File: config.mk
export PLATFORM = sky130hd
export DESIGN_NAME = utf16_to_utf8_transcoder_unit
export DESIGN_NICKNAME = d
export VERILOG_FILES = /design/src/rtl/utt_pkg.sv /design/src/rtl/utf16_to_utf8_transcoder_unit.sv /design/src/rtl/utt_front.sv /design/src/rtl/utt_queue.sv /design/src/rtl/utt_back.sv
export SDC_FILE = /design/constraint.sdc
export NUM_CORES = 1
export LEC_CHECK = 0
export ABC_AREA = 0
export ABC_CLOCK_PERIOD_IN_PS = 3900
export BUFFER_PORTS_ARGS = -buffer_cell sky130_fd_sc_hd__buf_4
export CAP_MARGIN = 40
export CORE_ASPECT_RATIO = 1.4
export CORE_MARGIN = 1
export CORE_UTILIZATION = 30
export CTS_CLUSTER_DIAMETER = 40
export DETAILED_ROUTE_END_ITERATION = 8
export GPL_ROUTABILITY_DRIVEN = 0
export GPL_TIMING_DRIVEN = 0
export HOLD_SLACK_MARGIN = 0.15
export PLACE_DENSITY = 0.47
export SYNTH_ARGS = -nofsm -noshare
export SYNTH_HDL_FRONTEND = slang
export SYNTH_HIERARCHICAL = 1
export SYNTH_SLANG_ARGS = --single-unit
File: constraint.sdc
create_clock -name clock -period 3.9 [get_ports clock]
set_input_delay 0.39 -clock clock [delete_from_list [all_inputs] [get_ports clock]]
set_output_delay 0.39 -clock clock [all_outputs]
set_load 0.02 [all_outputs]
File: src/rtl/utt_pkg.sv
// Shared types, constants and the UTF-8 byte encoder of the UTF-16 to UTF-8 transcoder.
`timescale 1ns / 1ps

package utt_pkg;

   localparam logic [5:0]  HIGH_SURR_TAG  = 6'b110110;
   localparam logic [5:0]  LOW_SURR_TAG   = 6'b110111;
   localparam logic [20:0] SUPPLEMENT_BASE = 21'h10000;
   localparam logic [15:0] ONE_BYTE_LIMIT = 16'h0080;
   localparam logic [15:0] TWO_BYTE_LIMIT = 16'h0800;

   typedef enum logic [1:0] {
      STATUS_OK        = 2'd0,
      STATUS_BAD_PAIR  = 2'd1,
      STATUS_STRAY_LOW = 2'd2
   } status_type;

   typedef enum logic [1:0] {
      LEN_ONE   = 2'd0,
      LEN_TWO   = 2'd1,
      LEN_THREE = 2'd2,
      LEN_FOUR  = 2'd3
   } len_type;

   typedef struct packed {
      logic [20:0] code_point;
      len_type     len;
      status_type  status;
      logic        last;
   } job_type;

   function automatic logic [7:0] utt_utf8_byte(logic [20:0] cp, len_type len,
                                                logic [1:0] idx);
      logic [7:0] b;
      b = 8'h00;
      unique case ({len, idx})
         {LEN_ONE,   2'd0}: b = {1'b0, cp[6:0]};
         {LEN_TWO,   2'd0}: b = {3'b110, cp[10:6]};
         {LEN_TWO,   2'd1}: b = {2'b10, cp[5:0]};
         {LEN_THREE, 2'd0}: b = {4'b1110, cp[15:12]};
         {LEN_THREE, 2'd1}: b = {2'b10, cp[11:6]};
         {LEN_THREE, 2'd2}: b = {2'b10, cp[5:0]};
         {LEN_FOUR,  2'd0}: b = {5'b11110, cp[20:18]};
         {LEN_FOUR,  2'd1}: b = {2'b10, cp[17:12]};
         {LEN_FOUR,  2'd2}: b = {2'b10, cp[11:6]};
         {LEN_FOUR,  2'd3}: b = {2'b10, cp[5:0]};
         default:           b = 8'h00;
      endcase
      return b;
   endfunction

endpackage

File: src/rtl/utf16_to_utf8_transcoder_unit.sv
// Top level of the UTF-16 to UTF-8 transcoder: front end, job queue and byte emitter.
//
//   Channel   Direction  Handshake          Payload
//   req_      in         req_push/req_full  req_code_unit[15:0], req_last_unit
//   rsp_      out        rsp_pop/rsp_empty  rsp_out_byte[7:0], rsp_run_end,
//                                           rsp_string_end, rsp_status[1:0]
//
// An item is taken every cycle while the job queue has room; the emitter sends a code point
// of n bytes one byte at a time, and new items queue while an earlier one is being sent.
// The first byte of an item passes through the job queue and then the result register.
// Reset is synchronous and clears the surrogate, drop and queue state.
// A stalled result holds the emitter, and the queue of QUEUE_DEPTH jobs then fills
// before req_full rises.
`timescale 1ns / 1ps

module utf16_to_utf8_transcoder_unit
   import utt_pkg::*;
#(
   parameter int QUEUE_DEPTH = 4
)
(
   input  logic        clock,
   input  logic        reset,
   input  logic        req_push,
   output logic        req_full,
   input  logic [15:0] req_code_unit,
   input  logic        req_last_unit,
   output logic        rsp_empty,
   input  logic        rsp_pop,
   output logic [7:0]  rsp_out_byte,
   output logic        rsp_run_end,
   output logic        rsp_string_end,
   output logic [1:0]  rsp_status
);

   logic    queue_full;
   logic    queue_push;
   job_type push_job;
   logic    queue_pop;
   logic    queue_empty;
   job_type head_job;

   utt_front u_front (
      .clock         (clock),
      .reset         (reset),
      .req_push      (req_push),
      .req_full      (req_full),
      .req_code_unit (req_code_unit),
      .req_last_unit (req_last_unit),
      .queue_full    (queue_full),
      .queue_push    (queue_push),
      .queue_job     (push_job)
   );

   utt_queue #(
      .DEPTH (QUEUE_DEPTH)
   ) u_queue (
      .clock    (clock),
      .reset    (reset),
      .push     (queue_push),
      .push_job (push_job),
      .full     (queue_full),
      .pop      (queue_pop),
      .head_job (head_job),
      .empty    (queue_empty)
   );

   utt_back u_back (
      .clock          (clock),
      .reset          (reset),
      .queue_empty    (queue_empty),
      .queue_job      (head_job),
      .queue_pop      (queue_pop),
      .rsp_empty      (rsp_empty),
      .rsp_pop        (rsp_pop),
      .rsp_out_byte   (rsp_out_byte),
      .rsp_run_end    (rsp_run_end),
      .rsp_string_end (rsp_string_end),
      .rsp_status     (rsp_status)
   );

endmodule

File: src/rtl/utt_front.sv
// Front end: accepts code units, pairs surrogates, tracks dropped strings and queues jobs.
`timescale 1ns / 1ps

module utt_front
   import utt_pkg::*;
(
   input  logic        clock,
   input  logic        reset,
   input  logic        req_push,
   output logic        req_full,
   input  logic [15:0] req_code_unit,
   input  logic        req_last_unit,
   input  logic        queue_full,
   output logic        queue_push,
   output job_type     queue_job
);

   logic [9:0] held_high_ff, held_high_in;
   logic       held_valid_ff, held_valid_in;
   logic       dropping_ff, dropping_in;
   logic       accept;
   logic       is_high;
   logic       is_low;
   len_type    bmp_len;

   assign req_full = queue_full;
   assign accept   = req_push && !queue_full;
   assign is_high  = req_code_unit[15:10] == HIGH_SURR_TAG;
   assign is_low   = req_code_unit[15:10] == LOW_SURR_TAG;

   always_comb begin
      if (req_code_unit < ONE_BYTE_LIMIT) begin
         bmp_len = LEN_ONE;
      end else if (req_code_unit < TWO_BYTE_LIMIT) begin
         bmp_len = LEN_TWO;
      end else begin
         bmp_len = LEN_THREE;
      end
   end

   always_comb begin
      held_high_in         = held_high_ff;
      held_valid_in        = held_valid_ff;
      dropping_in          = dropping_ff;
      queue_push           = 1'b0;
      queue_job.code_point = {5'd0, req_code_unit};
      queue_job.len        = bmp_len;
      queue_job.status     = STATUS_OK;
      queue_job.last       = req_last_unit;
      if (accept) begin
         if (dropping_ff) begin
            dropping_in = !req_last_unit;
         end else if (held_valid_ff) begin
            held_valid_in = 1'b0;
            held_high_in  = 10'd0;
            queue_push    = 1'b1;
            if (is_low) begin
               queue_job.code_point = SUPPLEMENT_BASE +
                                      {1'b0, held_high_ff, req_code_unit[9:0]};
               queue_job.len        = LEN_FOUR;
            end else begin
               queue_job.len    = LEN_ONE;
               queue_job.status = STATUS_BAD_PAIR;
               dropping_in      = !req_last_unit;
            end
         end else if (is_high) begin
            if (req_last_unit) begin
               queue_push       = 1'b1;
               queue_job.len    = LEN_ONE;
               queue_job.status = STATUS_BAD_PAIR;
            end else begin
               held_valid_in = 1'b1;
               held_high_in  = req_code_unit[9:0];
            end
         end else if (is_low) begin
            queue_push       = 1'b1;
            queue_job.len    = LEN_ONE;
            queue_job.status = STATUS_STRAY_LOW;
            dropping_in      = !req_last_unit;
         end else begin
            queue_push = 1'b1;
         end
      end
   end

   always_ff @(posedge clock) begin
      if (reset) begin
         held_high_ff  <= 10'd0;
         held_valid_ff <= 1'b0;
         dropping_ff   <= 1'b0;
      end else begin
         held_high_ff  <= held_high_in;
         held_valid_ff <= held_valid_in;
         dropping_ff   <= dropping_in;
      end
   end

   // A held high surrogate and a dropped string never coexist.
   assert property (@(posedge clock) disable iff (reset) !(held_valid_ff && dropping_ff))
      else $error("held surrogate while dropping");
   // A queued supplementary code point always comes from a held high surrogate.
   assert property (@(posedge clock) disable iff (reset)
      queue_push && queue_job.len == LEN_FOUR |-> held_valid_ff)
      else $error("four byte job without held surrogate");
   // Nothing is queued for an item that falls in a dropped string.
   assert property (@(posedge clock) disable iff (reset) dropping_ff |-> !queue_push)
      else $error("job queued while dropping");

endmodule

File: src/rtl/utt_queue.sv
// Small job queue between the front end and the byte emitter.
`timescale 1ns / 1ps

module utt_queue
   import utt_pkg::*;
#(
   parameter int DEPTH = 4
)
(
   input  logic    clock,
   input  logic    reset,
   input  logic    push,
   input  job_type push_job,
   output logic    full,
   input  logic    pop,
   output job_type head_job,
   output logic    empty
);

   localparam int PtrW = (DEPTH > 1) ? $clog2(DEPTH) : 1;
   localparam int CntW = $clog2(DEPTH + 1);

   job_type           entry_ff [DEPTH];
   logic [PtrW-1:0]   wr_ptr_ff, wr_ptr_in;
   logic [PtrW-1:0]   rd_ptr_ff, rd_ptr_in;
   logic [CntW-1:0]   count_ff, count_in;
   logic              do_push;
   logic              do_pop;

   assign full     = count_ff == CntW'(DEPTH);
   assign empty    = count_ff == '0;
   assign do_push  = push && !full;
   assign do_pop   = pop && !empty;
   assign head_job = entry_ff[rd_ptr_ff];

   always_comb begin
      wr_ptr_in = wr_ptr_ff;
      rd_ptr_in = rd_ptr_ff;
      count_in  = count_ff;
      if (do_push) begin
         wr_ptr_in = (wr_ptr_ff == PtrW'(DEPTH - 1)) ? '0 : wr_ptr_ff + 1'b1;
      end
      if (do_pop) begin
         rd_ptr_in = (rd_ptr_ff == PtrW'(DEPTH - 1)) ? '0 : rd_ptr_ff + 1'b1;
      end
      if (do_push && !do_pop) begin
         count_in = count_ff + 1'b1;
      end else if (do_pop && !do_push) begin
         count_in = count_ff - 1'b1;
      end
   end

   always_ff @(posedge clock) begin
      if (do_push) begin
         entry_ff[wr_ptr_ff] <= push_job;
      end
   end

   always_ff @(posedge clock) begin
      if (reset) begin
         wr_ptr_ff <= '0;
         rd_ptr_ff <= '0;
         count_ff  <= '0;
      end else begin
         wr_ptr_ff <= wr_ptr_in;
         rd_ptr_ff <= rd_ptr_in;
         count_ff  <= count_in;
      end
   end

   // The fill count never exceeds the depth.
   assert property (@(posedge clock) disable iff (reset) count_ff <= CntW'(DEPTH))
      else $error("queue overfilled");
   // Equal pointers mean the queue is either empty or full.
   assert property (@(posedge clock) disable iff (reset)
      wr_ptr_ff == rd_ptr_ff |-> empty || full)
      else $error("queue pointers disagree with count");
   // A push on a full queue without a pop leaves the count unchanged.
   assert property (@(posedge clock) disable iff (reset)
      full && push && !pop |=> full)
      else $error("queue count moved on a rejected push");

endmodule

File: src/rtl/utt_back.sv
// Back end: walks each queued job one UTF-8 byte per cycle into the result register while the result is not stalled.
`timescale 1ns / 1ps

module utt_back
   import utt_pkg::*;
(
   input  logic       clock,
   input  logic       reset,
   input  logic       queue_empty,
   input  job_type    queue_job,
   output logic       queue_pop,
   output logic       rsp_empty,
   input  logic       rsp_pop,
   output logic [7:0] rsp_out_byte,
   output logic       rsp_run_end,
   output logic       rsp_string_end,
   output logic [1:0] rsp_status
);

   logic [1:0] idx_ff, idx_in;
   logic       out_valid_ff, out_valid_in;
   logic [7:0] byte_ff;
   logic       run_end_ff;
   logic       string_end_ff;
   status_type status_ff;
   logic       load;
   logic       final_byte;
   logic [7:0] next_byte;

   assign load       = !queue_empty && (!out_valid_ff || rsp_pop);
   assign final_byte = idx_ff == queue_job.len;
   assign queue_pop  = load && final_byte;
   assign next_byte  = (queue_job.status == STATUS_OK) ?
                       utt_utf8_byte(queue_job.code_point, queue_job.len, idx_ff) : 8'h00;

   always_comb begin
      idx_in       = idx_ff;
      out_valid_in = out_valid_ff;
      if (load) begin
         idx_in       = final_byte ? 2'd0 : idx_ff + 2'd1;
         out_valid_in = 1'b1;
      end else if (rsp_pop) begin
         out_valid_in = 1'b0;
      end
   end

   always_ff @(posedge clock) begin
      if (load) begin
         byte_ff       <= next_byte;
         run_end_ff    <= final_byte;
         string_end_ff <= final_byte && queue_job.last;
         status_ff     <= queue_job.status;
      end
   end

   always_ff @(posedge clock) begin
      if (reset) begin
         idx_ff       <= 2'd0;
         out_valid_ff <= 1'b0;
      end else begin
         idx_ff       <= idx_in;
         out_valid_ff <= out_valid_in;
      end
   end

   assign rsp_empty      = !out_valid_ff;
   assign rsp_out_byte   = byte_ff;
   assign rsp_run_end    = run_end_ff;
   assign rsp_string_end = string_end_ff;
   assign rsp_status     = status_ff;

   // An error item is a single zero byte that closes its run.
   assert property (@(posedge clock) disable iff (reset)
      out_valid_ff && status_ff != STATUS_OK |-> byte_ff == 8'h00 && run_end_ff)
      else $error("malformed error item");
   // The end of a string is always the end of a run.
   assert property (@(posedge clock) disable iff (reset)
      out_valid_ff && string_end_ff |-> run_end_ff)
      else $error("string end inside a run");
   // The byte index stays within the length of the job at the head.
   assert property (@(posedge clock) disable iff (reset)
      !queue_empty |-> idx_ff <= queue_job.len)
      else $error("byte index past job length");

endmodule
# After elaboration in Yosys (flattened, before gate mapping)
# Memories as Yosys holds them, arrays and structs flattened. A register that Yosys moved wholly into a read port is not among the register bits.
# Cells that the tools add are included.
# totals
mem_count,1
ramBits,104
word_cells,103
output_inout_bits,14
register_bits,34
input_bits,21
# op_classes
reduce_logical,25
add_sub_neg,6
n_lt_le_gt_ge,2
muxes,40
n_eq_ne,16
n_bitwise,1
# mem_list
name,words,word_bits,rd,rd_ports_with_merged_regs,write_ports,line_no,rtl
u_queue.entry_ff,4,26,1,1,1,utt_queue.sv:23,job_type entry_ff [DEPTH];
# ops
operator,count
$pmux 8 s7,1
$mux 25,2
$mux 21,2
$mux 10,3
$eq 4x4->1 const B,7
$add 17x20->21 const A,1
$mux 1,18
$lt 16x12->1 const B,1
$lt 16x8->1 const B,1
$mux 2,8
$mux 4,4
$eq 6x6->1 const B,2
$eq 4x3->1 const B,2
$logic_and 1x1->1,8
$add 2x1->2 const B,3
$logic_not 1->1,6
$mux 3,2
$reduce_bool 2->1,3
$eq 2x2->1 const B,2
$logic_not 4->1,1
$reduce_and 4->1,1
$add 3x1->3 const B,1
$eq 3x3->1 const B,1
$logic_not 3->1,1
9 further kinds,9

# Depth between registers and ports, before layout
# depth
depth_word,10
depth_mapped,15
ltp_nobuf,12

# By module
# Netlist, hierarchy kept.
# modules_own_cells
mod,cells_each,area_per_inst_um2,instances,seq_area_each_um2
utt_queue,186,4244.1,1,3303.2
utt_front,147,1086.0,1,240.2
utt_back,92,948.4,1,420.4

# Least setup slack after synthesis
# OpenSTA, ideal clock, no wires.
# synth_timing
path_kind,reg-to-reg
startpoint,reg u_queue.count_ff[0]
endpoint,reg u_queue.count_ff[2]
path_buffers,3
t_arrival_ns,3.142
period_less_slack_ns,3.212
setup_slack_ns,0.688
path_stages_with_launch,16
setup_ns,0.070
cell_sequence,dfxtp_1 -> or3b_1 -> buf_6 -> clkinv_4 -> or3b_1 -> buf_2 -> clkbuf_1 -> nor2_1 -> inv_1 -> nor2_2 -> ha_1 -> inv_1 -> fa_1 -> xor2_1 -> or3_2 -> a21oi_1
# synth_via
elab_chain_cells,8
# synth_rtl
element,line_no,rtl
start: declaration,utt_queue.sv:26,"logic [CntW-1:0] count_ff, count_in;"
start signal: assignment,utt_queue.sv:67,count_ff <= count_in;
$eq 3x3->1 (*),utt_queue.sv:30,assign full = count_ff == CntW'(DEPTH);
net queue_full,utf16_to_utf8_transcoder_unit.sv:36,logic queue_full;
$logic_not 1->1 (*),utt_front.sv:27,assign accept = req_push && !queue_full;
$logic_and 1x1->1 (*),utt_front.sv:27,
$mux 1 (*),utt_front.sv:50,if (accept) begin
net queue_push,utf16_to_utf8_transcoder_unit.sv:37,logic queue_push;
$logic_and 1x1->1 (*),utt_queue.sv:32,assign do_push = push && !full;
net u_queue.do_push,utt_queue.sv:27,logic do_push;
$logic_not 1->1,utt_queue.sv:48,end else if (do_pop && !do_push) begin
$logic_and 1x1->1,utt_queue.sv:48,
$reduce_bool 2->1 (no source line),--,
# The timed path passes the listed nets; every way through them passes the cells marked *. The select of a mux whose other input is x is not followed.
# A chain may end at the register's enable or synchronous reset.

# Final worst setup path
# Same ends and word-level chain as after synthesis.

==> impl_metrics.yaml <==
logic_synthesis:
  synth_fa_ha_area_share_pct: 2.51
  netlist_top_cells_area: "edfxtp_1 55%, mux4_2 9.7%, dfxtp_1 7.7%, ha_1 2.2%, nor2b_1 2.1%"
  yosysMostFrequentCell: "edfxtp_1"
  synth_nets: 458
  synth_flop_cell: "edfxtp_1"
  ys_ff_latch: 140
  synth-xor-area-share_pct: 0.837
  yosysWarnings: 6
  avgSynthCellArea_um2: 14.8
  synth_largest_area_cell: "edfxtp_1"
  synth.distinct_cells: 62
  ys_seq_area_share_pct: 63.1
  synth-simple-area-share_pct: 10.3
  netlist_area_um2: 6280
  synthCells: 425
  synth-edff-count: 116
  async_flop_share_pct: 0
  synth_top_family_by_area: "multiplexers"
  synth_compound_area_share_pct: 7.47
  synth_mux_area_share_pct: 11.2
  synth_top_area_share_pct: 55.5
  ys_top_cells_by_count: "116 x edfxtp_1, 27 x mux4_2, 24 x dfxtp_1"
detailed_routing:
  wire_per_inst_um: 18.6
  drc_errors: 0
  drtIter0Drc: 247
  via_per_inst: 5.01
  drt_wl_total_mm: 13.9
  drtPass1Iterations: 4
  antenna_left: 0
  vias: 3743
worst_hold_path:
  hold_class: "in -> reg"
  whs_path_depth: 2
place:
  place_area_um2: 6850
  hpwl_mm: 9.86
  io_buffers: 34
cells_and_area:
  n_antenna_cell: 0
  layout-drive-gt1-share_pct: 26.7
  fin_nets: 511
  syn_to_final_growth_pct: 18.1
  design_area_um2: 7410
clock_network:
  cts_buffers: 17
  clock_path_buffers: 2
  h-tree-depth: 4
  clk_pin_slew_ns: 0.07
  root_buffer: "clkbuf_16"
  cts_tree: "done"
  cts_num_sinks: 140
  worstSkewPairLatency_ns: 0.42
power_and_ir_drop:
  total_power_mw: 4.73
  p_clk_share_pct: 31.5
  p_switching_mw: 1.45
  powerDensity_nw_per_um2: 639
  p_sw_share_pct: 30.6
  ir_worst_vdd_mv: 0.260
  power_frac_comb_pct: 25.7
  p_leak_nw: 2.55
  seqPwrFrac_pct: 42.8
  p_int_mw: 3.28
floorplanning:
  initial_core_util_pct: 30.7
  fp.dieArea_um2: 21500
  io_pins: 35
  core-area_um2: 20500
  std_cell_rows: 62
  fp.dieH_um: 173
  die_w_um: 124
setup_path:
  worst_ep_required_time_ns: 4.25
  arrival_ns: 3.94
  criticalPathCategory: "reg -> reg"
  reg2reg_depth: 15
  critPathMaxStageDelay_ns: 0.45
  critPathMaxFanout: 10
  startpoint_type: "flop"
  crit_path_top_delay_cell: "dfxtp_1"
  worstSetupEndpointType: "flop"
  crit_path_cell_trace: "or3b_1, buf_6, clkinv_4, or3b_1, buf_2, clkbuf_1, nor2_2, inv_1, nor2_2, ha_1, inv_1, fa_1, xor2_1, or3_2, a21oi_1"
timing:
  maxSlewHeadroom_pct: 49.4
  min_period_over_period_pct: 92.0
  maxSlewViolCount: 0
  skew_ns: 0.0134
  post-route-min-period_ns: 3.59
  worst_slew_pin_slew_ns: 0.760
  rsz0062_at_grt: "no"
  tns_ns: 0
  setup_viol: 0
  max_freq_mhz: 279
  hold_violations: 0
status:
  status: "finished, final reports clean"
grt:
  use_met1_pct: 15.4
  globalRouteTotalUtil_pct: 13.6
  grt_max_degree: 27
  grtUsageMet3_pct: 2.69
  grt_antenna_before_repair: 0
  use_met2_pct: 24.8
  first_global_vias: 3896
  overflow: 0
  busiest_layer: "met2"
  grt_pass1_wl_mm: 21.9
flow_run:
  drv_cap: 0
path summary, 6_finish.rpt:
path | slack, ns | to | start
worst min-delay path | 0.24 | u_back/out_valid_ff | reset
worst min register to register | 0.47 | u_front/held_high_ff[3] | u_front/held_high_ff[3]
worst max register to register | 0.31 | u_queue/count_ff[2] | u_queue/count_ff[0]
worst max-delay path | 0.31 | u_queue/count_ff[2] | u_queue/count_ff[0]
logic make-up (layout without fill, tap and decap cells):
family                     Yosys count  in the layout
and+or+nand+nor                    110            110
DFF                                140            140
muxes                               36             36
AOI/OAI and AO/OA                   69             69
buffers and inverters               52            118
xor gates and xnor gates             6              6
adders and majority gates           12             12
layout make-up:
class | instances | area [um2]
Buffer | 37 | 223
Clock buffer | 19 | 453
Fill cell | 2008 | 13100
Multi-Input combinational cell | 233 | 2030
Tap cell | 256 | 320
Inverter | 15 | 61.3
Sequential cell | 140 | 3960
Timing Repair Buffer | 34 | 255
Clock inverter | 13 | 104
metrics by stage:
| step | hold WS, ns | cells | utilization [%] | setup WS, ns |
|---|---|---|---|---|
| 2_1_floorplan | 0.444 | 425 | - | 0.688 |
| 3_3_place_gp | 0.460 | 715 | 33.5 | 0.260 |
| 3_5_place_dp | 0.464 | 715 | 33.5 | 0.223 |
| 4_1_cts | 0.234 | 747 | 36.2 | 0.198 |
| 5_1_grt | 0.232 | 747 | 36.2 | 0.0721 |
| 6_report | 0.242 | 747 | 36.2 | 0.313 |
layout by cell type (no fill, tap or decap), types with 13 or more instances in the layout:
cell	instances
o21ai_0	13
edfxtp_1	116
nor2_1	13
a21oi_1	13
inv_1	14
dfxtp_1	24
mux4_2	27
buf_4	48
nand2_1	18
clkbuf_16	17
nor2b_1	21
state kept, by name, summed over array words and instances, names as in the netlist, named ones only:
name and cells:
u_back/rsp_out_byte 8, u_back/idx_ff 2, u_queue/entry_ff 104, u_back/rsp_status 2
u_back/rsp_string_end 1, u_queue/rd_ptr_ff 2, u_queue/wr_ptr_ff 2, u_queue/count_ff 3
u_back/rsp_run_end 1, u_front/held_high_ff 10, u_front/held_valid_ff 1, u_back/out_valid_ff 1
u_front/dropping_ff 1
metal layers:
metal / vias to the layer above / routed length (um) / part of all wire, %
met1: 1885 / 5680 / 41
met4: 0 / 282 / 2.0
met3: 18 / 398 / 2.9
met2: 80 / 7560 / 54
met5: - / 0 / 0
li1: 1760 / - / -
power by group through the flow:
stage	sequential, mW	combinational (mW)	clock (mW)
after floorplan	2.12	0.753	0
after global placement	2.05	1.21	0
after detailed placement	2.06	1.23	0
after CTS	2.03	1.23	1.53
after global routing	2.06	1.34	1.58
final	2.03	1.22	1.49
critical path: cells and delay by family, from the launching register on:
kind | cells | cell delay [ns]
flip-flops | 1 | 0.45
adder cells (fa/ha/maj) | 2 | 0.59
XOR/XNOR | 1 | 0.15
AND/OR/NAND/NOR | 5 | 1.37
AO/OA/AOI/OAI | 1 | 0.14
buffers and inverters | 6 | 0.81
what timing repair did:
action | 4_1_cts | 5_1_grt
hold buffers | 0 | 0
resized for setup | 0 | 1
endpoints found under the setup margin | 0 | 1
setup buffers | 0 | 0
endpoints found under the hold margin | 0 | 0
Note: power is estimated with default switching activity, not from simulation.
